`config.mk`:
```
export PLATFORM = sky130hd
export DESIGN_NAME = flv_aggregate_tag_splitter
export DESIGN_NICKNAME = d
export VERILOG_FILES = /design/src/sv/fta_pkg.sv /design/src/sv/fta_in_stage.sv /design/src/sv/fta_parser.sv /design/src/sv/fta_out_stage.sv /design/src/sv/flv_aggregate_tag_splitter.sv
export VERILOG_INCLUDE_DIRS = /design/src /design/src/sv
export SDC_FILE = /design/constraint.sdc
export NUM_CORES = 1
export LEC_CHECK = 0
export BUFFER_PORTS_ARGS = -buffer_cell sky130_fd_sc_hd__clkbuf_2
export CAP_MARGIN = 20
export CORE_MARGIN = 1.5
export CORE_UTILIZATION = 40
export DETAILED_ROUTE_END_ITERATION = 16
export MAX_ROUTING_LAYER = met4
export SLEW_MARGIN = 20
export SYNTH_ARGS = -nofsm -noshare
export SYNTH_HDL_FRONTEND = slang
export SYNTH_SLANG_ARGS = --single-unit
export TNS_END_PERCENT = 100
```
`constraint.sdc`:
```
create_clock -name clk -period 9.3 [get_ports clk]
set_clock_uncertainty 0.15 [all_clocks]
set_input_delay 0.93 -clock clk [delete_from_list [all_inputs] [get_ports clk]]
set_output_delay 0.93 -clock clk [all_outputs]
set_load 0.01 [all_outputs]
```
`src/sv/assert_macros.svh`:
```
// Assertion macros for the FLV tag splitter RTL.
// Every use expects clk and arst_n in scope; checks are disabled while reset is asserted.
`ifndef ASSERT_MACROS_SVH
`define ASSERT_MACROS_SVH

// Generic clocked property with reset disable
`define FTA_ASSERT(lbl, prop, msg) \
	lbl: assert property (@(posedge clk) disable iff (!arst_n) (prop)) else $error(msg);

// Same-cycle implication
`define FTA_ASSERT_IMPL(lbl, ante, cons, msg) \
	`FTA_ASSERT(lbl, (ante) |-> (cons), msg)

`endif

```
`src/sv/fta_pkg.sv`:
```
// Package for the FLV tag splitter: parse phases, result kinds, beat and result structs.
// No dependencies; all RTL files reference it by scoped names.
package fta_pkg;

	localparam int unsigned CNT_W = 24;

	// Tag framing sizes
	localparam logic [CNT_W-1:0] HDR_BYTES  = CNT_W'(11);
	localparam logic [CNT_W-1:0] BACK_BYTES = CNT_W'(4);

	// Header byte positions
	localparam logic [CNT_W-1:0] HDR_LEN_END  = CNT_W'(3);
	localparam logic [CNT_W-1:0] HDR_TIME_END = CNT_W'(6);
	localparam logic [CNT_W-1:0] HDR_TIME_EXT = CNT_W'(7);

	// Tag types that are streamed
	localparam logic [7:0] TYPE_AUDIO = 8'd8;
	localparam logic [7:0] TYPE_VIDEO = 8'd9;

	typedef enum logic [1:0] {
		PH_HEADER  = 2'd0,
		PH_PAYLOAD = 2'd1,
		PH_BACK    = 2'd2,
		PH_DISCARD = 2'd3
	} phase_t;

	typedef enum logic [1:0] {
		KIND_PAYLOAD  = 2'd0,
		KIND_GOOD     = 2'd1,
		KIND_MISMATCH = 2'd2,
		KIND_TRUNC    = 2'd3
	} kind_t;

	// One input beat
	typedef struct packed {
		logic [31:0] message_stream;
		logic        last_byte;
		logic [7:0]  data_byte;
	} in_beat_t;

	// One parser result
	typedef struct packed {
		logic        valid;
		kind_t       kind;
		logic        is_video;
		logic [31:0] tag_time;
		logic [31:0] tag_stream;
		logic [7:0]  payload_byte;
		logic [23:0] tag_length;
	} result_t;

endpackage

```
`src/sv/fta_in_stage.sv`:
```
// Input register stage of the FLV tag splitter.
// Depends on fta_pkg (in_beat_t).
module fta_in_stage (
	input  logic             clk,
	input  logic             arst_n,
	input  logic             s_tvalid,
	output logic             s_tready,
	input  logic [39:0]      s_tdata,   // data_byte[7:0], message_stream[39:8]
	input  logic             s_tlast,
	input  logic             step,
	output logic             valid_s1,
	output fta_pkg::in_beat_t beat_s1
);

	// Accept when empty or when the held beat moves on this cycle
	assign s_tready = !valid_s1 || step;

	always_ff @(posedge clk or negedge arst_n) begin
		if (!arst_n) begin
			valid_s1 <= 1'b0;
		end else if (s_tvalid && s_tready) begin
			valid_s1 <= 1'b1;
		end else if (step) begin
			valid_s1 <= 1'b0;
		end
	end

	// Beat payload, no reset
	always_ff @(posedge clk) begin
		if (s_tvalid && s_tready) begin
			beat_s1.data_byte      <= s_tdata[7:0];
			beat_s1.message_stream <= s_tdata[39:8];
			beat_s1.last_byte      <= s_tlast;
		end
	end

endmodule

```
`src/sv/fta_parser.sv`:
```
// Tag parser state machine: header fields, payload and back-size checking per byte.
// Depends on fta_pkg and assert_macros.svh.
`include "assert_macros.svh"

module fta_parser (
	input  logic              clk,
	input  logic              arst_n,
	input  logic              step,
	input  fta_pkg::in_beat_t beat,
	output fta_pkg::result_t  res
);

	fta_pkg::phase_t phase_q, phase_d;
	logic [fta_pkg::CNT_W-1:0] count_q, count_d, count_inc;
	logic [7:0]  type_q, type_d;
	logic [23:0] length_q, length_d;
	logic [31:0] time_q, time_d;
	logic [31:0] back_q, back_d;
	logic [31:0] stream_q, stream_d;
	logic        back_done;
	logic        back_good;

	assign count_inc = count_q + fta_pkg::CNT_W'(1);
	assign back_done = count_inc >= fta_pkg::BACK_BYTES;
	assign back_good = back_d == (32'(length_q) + 32'(fta_pkg::HDR_BYTES));

	// Next state and field updates
	always_comb begin
		phase_d  = phase_q;
		count_d  = count_q;
		type_d   = type_q;
		length_d = length_q;
		time_d   = time_q;
		back_d   = back_q;
		stream_d = stream_q;
		unique case (phase_q)
			fta_pkg::PH_HEADER: begin
				priority if (count_q == '0) begin
					type_d   = beat.data_byte;
					length_d = '0;
					time_d   = '0;
					back_d   = '0;
					stream_d = beat.message_stream;
				end else if (count_q <= fta_pkg::HDR_LEN_END) begin
					length_d = {length_q[15:0], beat.data_byte};
				end else if (count_q <= fta_pkg::HDR_TIME_END) begin
					time_d = {8'h00, time_q[15:0], beat.data_byte};
				end else if (count_q == fta_pkg::HDR_TIME_EXT) begin
					time_d = {beat.data_byte, time_q[23:0]};
				end else begin
					time_d = time_q;
				end
				priority if (beat.last_byte) begin
					phase_d = fta_pkg::PH_HEADER;
					count_d = '0;
				end else if (count_inc >= fta_pkg::HDR_BYTES) begin
					count_d = '0;
					phase_d = (length_d == '0) ? fta_pkg::PH_BACK : fta_pkg::PH_PAYLOAD;
				end else begin
					count_d = count_inc;
				end
			end
			fta_pkg::PH_PAYLOAD: begin
				priority if (beat.last_byte) begin
					phase_d = fta_pkg::PH_HEADER;
					count_d = '0;
				end else if (count_inc >= length_q) begin
					phase_d = fta_pkg::PH_BACK;
					count_d = '0;
				end else begin
					count_d = count_inc;
				end
			end
			fta_pkg::PH_BACK: begin
				back_d = {back_q[23:0], beat.data_byte};
				priority if (back_done) begin
					count_d = '0;
					phase_d = (back_good || beat.last_byte) ? fta_pkg::PH_HEADER
						: fta_pkg::PH_DISCARD;
				end else if (beat.last_byte) begin
					phase_d = fta_pkg::PH_HEADER;
					count_d = '0;
				end else begin
					count_d = count_inc;
				end
			end
			fta_pkg::PH_DISCARD: begin
				if (beat.last_byte) begin
					phase_d = fta_pkg::PH_HEADER;
					count_d = '0;
				end
			end
			default: begin
				phase_d = fta_pkg::PH_HEADER;
				count_d = '0;
			end
		endcase
	end

	// Result for this byte, built from the updated fields
	always_comb begin
		res.valid        = 1'b0;
		res.kind         = fta_pkg::KIND_TRUNC;
		res.payload_byte = '0;
		res.is_video     = type_d == fta_pkg::TYPE_VIDEO;
		res.tag_time     = time_d;
		res.tag_stream   = stream_d;
		res.tag_length   = length_d;
		unique case (phase_q)
			fta_pkg::PH_HEADER: begin
				res.valid = beat.last_byte;
			end
			fta_pkg::PH_PAYLOAD: begin
				if (beat.last_byte) begin
					res.valid = 1'b1;
				end else begin
					res.valid = (type_q == fta_pkg::TYPE_AUDIO) || (type_q == fta_pkg::TYPE_VIDEO);
					res.kind         = fta_pkg::KIND_PAYLOAD;
					res.payload_byte = beat.data_byte;
				end
			end
			fta_pkg::PH_BACK: begin
				if (back_done) begin
					res.valid = 1'b1;
					res.kind  = back_good ? fta_pkg::KIND_GOOD : fta_pkg::KIND_MISMATCH;
				end else begin
					res.valid = beat.last_byte;
				end
			end
			fta_pkg::PH_DISCARD: begin
				res.valid = 1'b0;
			end
			default: begin
				res.valid = 1'b0;
			end
		endcase
	end

	// Control state
	always_ff @(posedge clk or negedge arst_n) begin
		if (!arst_n) begin
			phase_q  <= fta_pkg::PH_HEADER;
			count_q  <= '0;
			type_q   <= '0;
			length_q <= '0;
			time_q   <= '0;
			back_q   <= '0;
			stream_q <= '0;
		end else if (step) begin
			phase_q  <= phase_d;
			count_q  <= count_d;
			type_q   <= type_d;
			length_q <= length_d;
			time_q   <= time_d;
			back_q   <= back_d;
			stream_q <= stream_d;
		end
	end

	`FTA_ASSERT_IMPL(a_payload_len, phase_q == fta_pkg::PH_PAYLOAD, length_q != '0,
		"payload phase with zero tag length")
	`FTA_ASSERT_IMPL(a_hdr_count, phase_q == fta_pkg::PH_HEADER, count_q < fta_pkg::HDR_BYTES,
		"header byte count past header size")
	`FTA_ASSERT_IMPL(a_back_count, phase_q == fta_pkg::PH_BACK, count_q < fta_pkg::BACK_BYTES,
		"back-size byte count past four")
	`FTA_ASSERT_IMPL(a_verdict_zero, res.valid && (res.kind != fta_pkg::KIND_PAYLOAD),
		res.payload_byte == 8'h00, "verdict carries a nonzero payload byte")

endmodule

```
`src/sv/fta_out_stage.sv`:
```
// Result register of the FLV tag splitter, drives the master-side stream.
// Depends on fta_pkg (result_t).
module fta_out_stage (
	input  logic             clk,
	input  logic             arst_n,
	input  logic             step,
	input  fta_pkg::result_t res,
	output logic             ready,
	output logic             m_tvalid,
	input  logic             m_tready,
	output logic [95:0]      m_tdata,   // tag_time[31:0], tag_stream[63:32],
	                                    // payload_byte[71:64], tag_length[95:72]
	output logic [2:0]       m_tuser    // kind[1:0], is_video[2]
);

	logic             valid_s2;
	fta_pkg::result_t res_s2;

	// Register can take a new result when empty or being drained
	assign ready = !valid_s2 || m_tready;

	always_ff @(posedge clk or negedge arst_n) begin
		if (!arst_n) begin
			valid_s2 <= 1'b0;
		end else if (step) begin
			valid_s2 <= res.valid;
		end else if (m_tready) begin
			valid_s2 <= 1'b0;
		end
	end

	always_ff @(posedge clk) begin
		if (step && res.valid) begin
			res_s2 <= res;
		end
	end

	assign m_tvalid = valid_s2;
	assign m_tdata  = {res_s2.tag_length, res_s2.payload_byte, res_s2.tag_stream, res_s2.tag_time};
	assign m_tuser  = {res_s2.is_video, res_s2.kind};

endmodule

```
`src/sv/flv_aggregate_tag_splitter.sv`:
```
// FLV tag splitter: one body byte per beat in, payload bytes and tag verdicts out.
// Beats pass the input register, then the result register; one parse pass per byte.
// Throughput: one byte per cycle unless m_tready low stalls the full result register.
// Bytes that give no result leave no output beat.
// Reset (arst_n low, asynchronous): header phase, all counters and tag fields cleared.
module flv_aggregate_tag_splitter (
	input  logic        clk,
	input  logic        arst_n,
	input  logic        s_tvalid,
	output logic        s_tready,
	input  logic [39:0] s_tdata,   // data_byte[7:0], message_stream[39:8]
	input  logic        s_tlast,   // last_byte
	output logic        m_tvalid,
	input  logic        m_tready,
	output logic [95:0] m_tdata,   // tag_time[31:0], tag_stream[63:32],
	                               // payload_byte[71:64], tag_length[95:72]
	output logic [2:0]  m_tuser    // kind[1:0], is_video[2]
);

	logic              valid_s1;
	fta_pkg::in_beat_t beat_s1;
	fta_pkg::result_t  res;
	logic              out_ready;
	logic              step;

	// Held byte is parsed when the result register can take it
	assign step = valid_s1 && out_ready;

	fta_in_stage u_in (
		.clk      (clk),
		.arst_n   (arst_n),
		.s_tvalid (s_tvalid),
		.s_tready (s_tready),
		.s_tdata  (s_tdata),
		.s_tlast  (s_tlast),
		.step     (step),
		.valid_s1 (valid_s1),
		.beat_s1  (beat_s1)
	);

	fta_parser u_parser (
		.clk    (clk),
		.arst_n (arst_n),
		.step   (step),
		.beat   (beat_s1),
		.res    (res)
	);

	fta_out_stage u_out (
		.clk      (clk),
		.arst_n   (arst_n),
		.step     (step),
		.res      (res),
		.ready    (out_ready),
		.m_tvalid (m_tvalid),
		.m_tready (m_tready),
		.m_tdata  (m_tdata),
		.m_tuser  (m_tuser)
	);

endmodule
```
### After elaboration in Yosys (flattened, before gate mapping)

Index checks and enable logic that the tools add are counted.

* register bits after elaboration: 296
* bits in latches: 0
* RAM bits: 0
* ROM bits: 0
* bits of input ports: 45
* output and inout port bits: 101
* logic and storage cells: 97
* memories kept: 0

* add/sub/neg operators: 2
* multiply operators: 0
* divide/modulo/power cells: 0
* $lt $le $gt $ge: 5
* equality and inequality tests: 11
* shift-type cells: 0
* muxes and demuxes: 43
* bitwise logic cells: 1
* reductions and logical operators: 17

Operators with widths (count)
* 24-bit two-way mux: 11
* 32-bit two-way mux: 8
* 24-bit one-hot mux with 4 select lines: 1
* 32-bit one-hot mux with 2 select lines: 1
* 24-bit zero test: 2
* 32-bit == test: 1
* 24-bit by 4-bit adder with 25-bit output, second input constant: 1
* 24-bit by 1-bit adder with 24-bit output, second input constant: 1
* 24-bit by 3-bit == test with 1-bit output, second input constant: 1
* 8-bit by 4-bit == test with 1-bit output, second input constant: 3
* 24-bit >= comparator: 1
* 24-bit by 3-bit >= comparator with 1-bit output, second input constant: 1
* 24-bit by 4-bit >= comparator with 1-bit output, second input constant: 1
* 24-bit by 2-bit <= comparator with 1-bit output, second input constant: 1
* 24-bit by 3-bit <= comparator with 1-bit output, second input constant: 1
* 2-bit two-way mux: 11
* 8-bit two-way mux: 2
* 2-bit one-hot mux with 4 select lines: 1
* 1-bit two-way mux: 6
* 3-bit by 2-bit inequality test with 1-bit output, second input constant: 2
* 2-bit == test, second input constant: 2
* 1-bit logical OR: 4
* 1-bit one-hot mux with 4 select lines: 1
* 2-bit one-hot mux with 2 select lines: 1
* other kinds (10): 14

### Depth between registers and ports, before layout

* depth in word-level cells: 9
* mapped depth: 19

### Modules after synthesis

A second synthesis with hierarchy kept.

* cell total of the unflattened synthesis: 1231
* area, all modules: 14584.0 sq um

By module, submodules not included
* fta_parser: instances 1, cells each 1082, area each 10264.8 sq um, seq. area each 3853.7 sq um
* fta_out_stage: instances 1, cells each 103, area each 3027.9 sq um, seq. area each 2997.9 sq um
* fta_in_stage: instances 1, cells each 45, area each 1285.0 sq um, seq. area each 1256.2 sq um
* flv_aggregate_tag_splitter: instances 1, cells each 1, area each 6.3 sq um, seq. area each 0.0 sq um

### Worst setup path before layout

No wires, ideal clock.

* path type: register to register
* start point: register u_parser.count_q[13] (netlist name)
* end point: register u_out.res_s2, in the netlist u_out.m_tdata[0] (enable)
* data arrival time: 3554 ps
* required time: 8730 ps
* path slack: 5177 ps
* stages on the path, launching flop included: 10
* buffers on the path: 1
* cells stage by stage: dfrtp_1 clkbuf_2 nand4_1 nor4_4 nand3_1 mux2_2 o2111ai_2 o21ai_0 a21oi_1 o221a_2

* longest elaborated chain between the ends: 5

Ends and longest elaborated chain
* from (decl): line fta_parser.sv:14 `logic [fta_pkg::CNT_W-1:0] count_q, count_d, count_inc;`
* from (signal assigned): line fta_parser.sv:151 `count_q <= count_d;`
* 24-bit by 1-bit adder with 24-bit output: line fta_parser.sv:23 `assign count_inc = count_q + fta_pkg::CNT_W'(1);`
* 24-bit by 3-bit >= comparator with 1-bit output: line fta_parser.sv:24 `assign back_done = count_inc >= fta_pkg::BACK_BYTES;`
* 1-bit two-way mux: line fta_parser.sv:123 `if (back_done) begin`
* 1-bit one-hot mux with 4 select lines: line fta_parser.sv:109 `unique case (phase_q)`
* 1-bit logical AND: line fta_out_stage.sv:33 `if (step && res.valid) begin`
* to (signal assigned): line fta_out_stage.sv:34 `res_s2 <= res;`
* to (decl): line fta_out_stage.sv:17 `fta_pkg::result_t res_s2;`

Every way passes these cells.
A chain may end at the register's enable or synchronous reset.

### Final worst setup path

* start point: register u_parser.count_q[2] (netlist name)
* end point: register u_parser.count_q[6] (netlist name)

* longest elaborated chain between the ends: 5

Ends and longest elaborated chain
* 24-bit by 1-bit adder with 24-bit output *: line fta_parser.sv:23
* 24-bit >= comparator / 24-bit by 4-bit >= comparator with 1-bit output (equally long branches): line fta_parser.sv:67, fta_parser.sv:56
* 24-bit two-way mux (on tied branches): line fta_parser.sv:67, fta_parser.sv:56
* 24-bit two-way mux (on tied branches): line fta_parser.sv:64, fta_parser.sv:53
* 24-bit one-hot mux with 4 select lines *: line fta_parser.sv:36 `unique case (phase_q)`

Every way passes the cells marked *; elsewhere a longest branch is shown, timed or not.

==> flow_summary.ini <==
[route]
vias_per_cell = 5.49
drt_pre_antenna_iters = 5
vias = 10000
ant_nets = 0
drt_iter0_drc = 863
wirelength_mm = 36.2
drt_drc_violations_left = 0
wl_per_cell_um = 19.8

[critical_path]
max_stage_delay_ps = 670
cp-start-kind = flop
critPathMostFrequentCell = a21oi_1
endpoint_kind = flop
path_delay_family = simple AND/OR/NAND/NOR gates
critPathKind = reg2reg
critPathSlowestCell = or4_1
worst-path-stages = 16
worstPathArrival_ps = 5520
worstSetupStartpoint = u_parser.count_q[2]
reg2reg_to = u_parser.count_q[6]
worstReg2RegStart = u_parser.count_q[2]
cp_cell_sequence = nand3_1, or4_1, nor3b_1, nor2_1, inv_1, ha_1, a21o_1, a21oi_1, o21ai_0, a211oi_1, o2111ai_1, a21oi_1, a211oi_2, buf_4, nand2b_1, o41ai_2
ff2ff_setup_slack_ps = 4080
cp.required_ps = 9600
r2r_cells = 16
cp_max_fo = 24
cp-endpoint = u_parser.count_q[6]
cp_num_buf_inv = 2

[sta]
fmax_ghz = 0.191
finalHoldViolCount = 0
rsz0062_at_grt = false
slew_headroom = 0.313
period_needed_ps = 5220
setup_tns_ps = 0
drv_slew = 0
worst_pin_slew_ps = 1030
fin_hold_ws_ps = 321
setup_violations = 0
setup_ws_ps = 4080
period_share = 0.562

[clock_tree]
cts_setup_buffers = 0
clock-sinks = 296
cts_resized = 0
numCtsBuffers = 31
clk_latency_ps = 560
clkTransAtPathRegs_ps = 60
ctsHoldBuffers = 0
cts_max_path_buffers = 3
root_buffer = clkbuf_16
cts_tree = done
htree_levels = 1

[global_routing]
antenna_found_initial = 1
gr-total-overflow = 0
track_usage = 0.205
grt_pass1_wl_mm = 56.4
grt_max_degree = 93
grt_pass1_vias = 9574

[floorplan]
die_w_um = 191
coreArea_um2 = 34700
die_area_um2 = 36500
start_util = 0.408
die_y_um = 191
std_cell_rows = 68
design.portCount = 146

[final_layout]
final_common_cell = nand2_1
layout_common_cells = nand2_1, dfrtp_1, clkbuf_2
drive_gt1_frac = 0.220
layout.nets = 1425
final_cells = 1829
area_growth_pct = 15.3

[synth]
ys_ff_latch = 296
yosysSeqAreaShare = 0.573
yosys_most_used_dff = dfrtp_1
synthXorXnorAreaFrac = 0.0396
yosysWarnings = 0
netlist_instances = 1237
avgSynthCellArea_um2 = 11.4
yosys.area_share.simple = 0.134
synth_edf_count = 140
synth_top_family_by_area = compound AO/OA/AOI/OAI gates
syn-cell-area_um2 = 14200
synth_fp_nets = 1314
yosysUniqueCellTypes = 68
synthAdderAreaFrac = 0.0283
synth_compound_gate_area_share = 0.136
async_flop_share = 0.527
synth_mux_area_frac = 0.0551

[power]
pwr-share-comb = 0.341
p_sw_mw = 1.76
clockPowerShare = 0.255
p_int_mw = 3.16
switching_share = 0.358
power.sequential.fraction = 0.404
power_density_nw_per_um2 = 301
power.total_mw = 4.92
total_leakage_power_nw = 6.95
ir_worst_vdd_v = 0.000184

[place]
dp_hpwl_mm = 24.0
post-place-ws_ps = 4240
dp.cells = 1770
routabilityCongestion = 0.892
portBuffers = 145

[outcome]
status = completed

[run]
drv_cap = 0

[worst_hold_path]
min_path_type = in2async
## synthesized netlist by cell type, types with 4 or more instances
cell	n	area, um^2
nand2_1	207	777
dfrtp_1	156	3900
edfxtp_1	140	4200
a22o_1	82	718
clkbuf_1	66	248
mux2_2	63	709
o21ai_0	51	255
xnor2_1	51	447
inv_1	41	154
ha_1	32	400
nor2_1	29	109
nor4_1	29	181
a22oi_1	25	188
nand3_1	23	115
nand4_1	23	144
o31ai_1	20	150
a21oi_1	19	95.1
nand2b_1	17	106
and2_1	16	100
nor3_1	14	70.1
a21o_1	13	97.6
xor2_1	13	114
mux2i_1	7	70.1
o21ai_1	7	35.0
or4_1	7	52.6
and3_1	6	37.5
buf_1	6	22.5
buf_2	6	30.0
a31oi_1	4	25.0
clkbuf_2	4	20.0
o31ai_2	4	50.1
## cell families (layout without fill, tap and decap cells)
group,count (synthesis),after routing
xor+xnor,64,64
compound gates,258,258
mux,70,70
flops,296,296
fa+ha+maj,32,32
buf+inv,125,261
other cells,0,1
simple gates,392,392
## final cells by class
cell class,count,area [um^2]
Fill cell,3195,18400
Sequential cell,296,8110
Multi-Input combinational cell,816,5590
Clock buffer,43,881
Timing Repair Buffer,162,860
Tap cell,455,569
Clock inverter,15,164
Inverter,41,154
Antenna cell,1,2.50
## worst min-delay path by stage
| stage | to | startpoint |
|---|---|---|
| final | u_parser.count_q[12] | arst_n |
| after global routing | u_parser.stream_q[18] | u_parser.stream_q[18] |
| after CTS | u_parser.stream_q[17] | u_parser.stream_q[17] |
| after detailed placement | u_parser.stream_q[15] | u_parser.stream_q[15] |
| after global placement | u_parser.stream_q[26] | u_parser.stream_q[26] |
| after floorplan | u_parser.stream_q[31] | u_parser.stream_q[31] |
## flip-flops by register name, indices dropped and copies added, names as in the netlist
register           flops
u_parser.back_q       32
u_parser.type_q        8
u_in.beat_s1          41
u_in.valid_s1          1
u_out.m_tdata         96
u_parser.stream_q     32
u_out.m_tuser          3
u_parser.phase_q       2
u_parser.count_q      24
u_out.m_tvalid         1
u_parser.time_q       32
u_parser.length_q     24
## power groups by stage
stage               registers [mW]  clock network, mW  logic, mW
global placement              2.00                  0       1.66
CTS                           1.98               1.29       1.69
finish                        1.99               1.25       1.68
detailed placement            2.00                  0       1.68
floorplan                     1.98                  0       1.17
global route                  2.02               1.34       1.85
## metal layers
metal	vias up	GRT usage	routed length (um)
li1	4737	-	-
met1	4946	0.292	16700
met2	311	0.314	17000
met3	45	0.0270	1930
met4	0	0.0439	609
met5	-	-	0
## per-stage QoR
stage               utilization  area [um^2]
CTS                       0.470        16300
global route              0.470        16300
floorplan                     -        14200
detailed placement        0.440        15300
finish                    0.470        16300
global placement          0.440        15300
(Power assumes the default switching activity.)
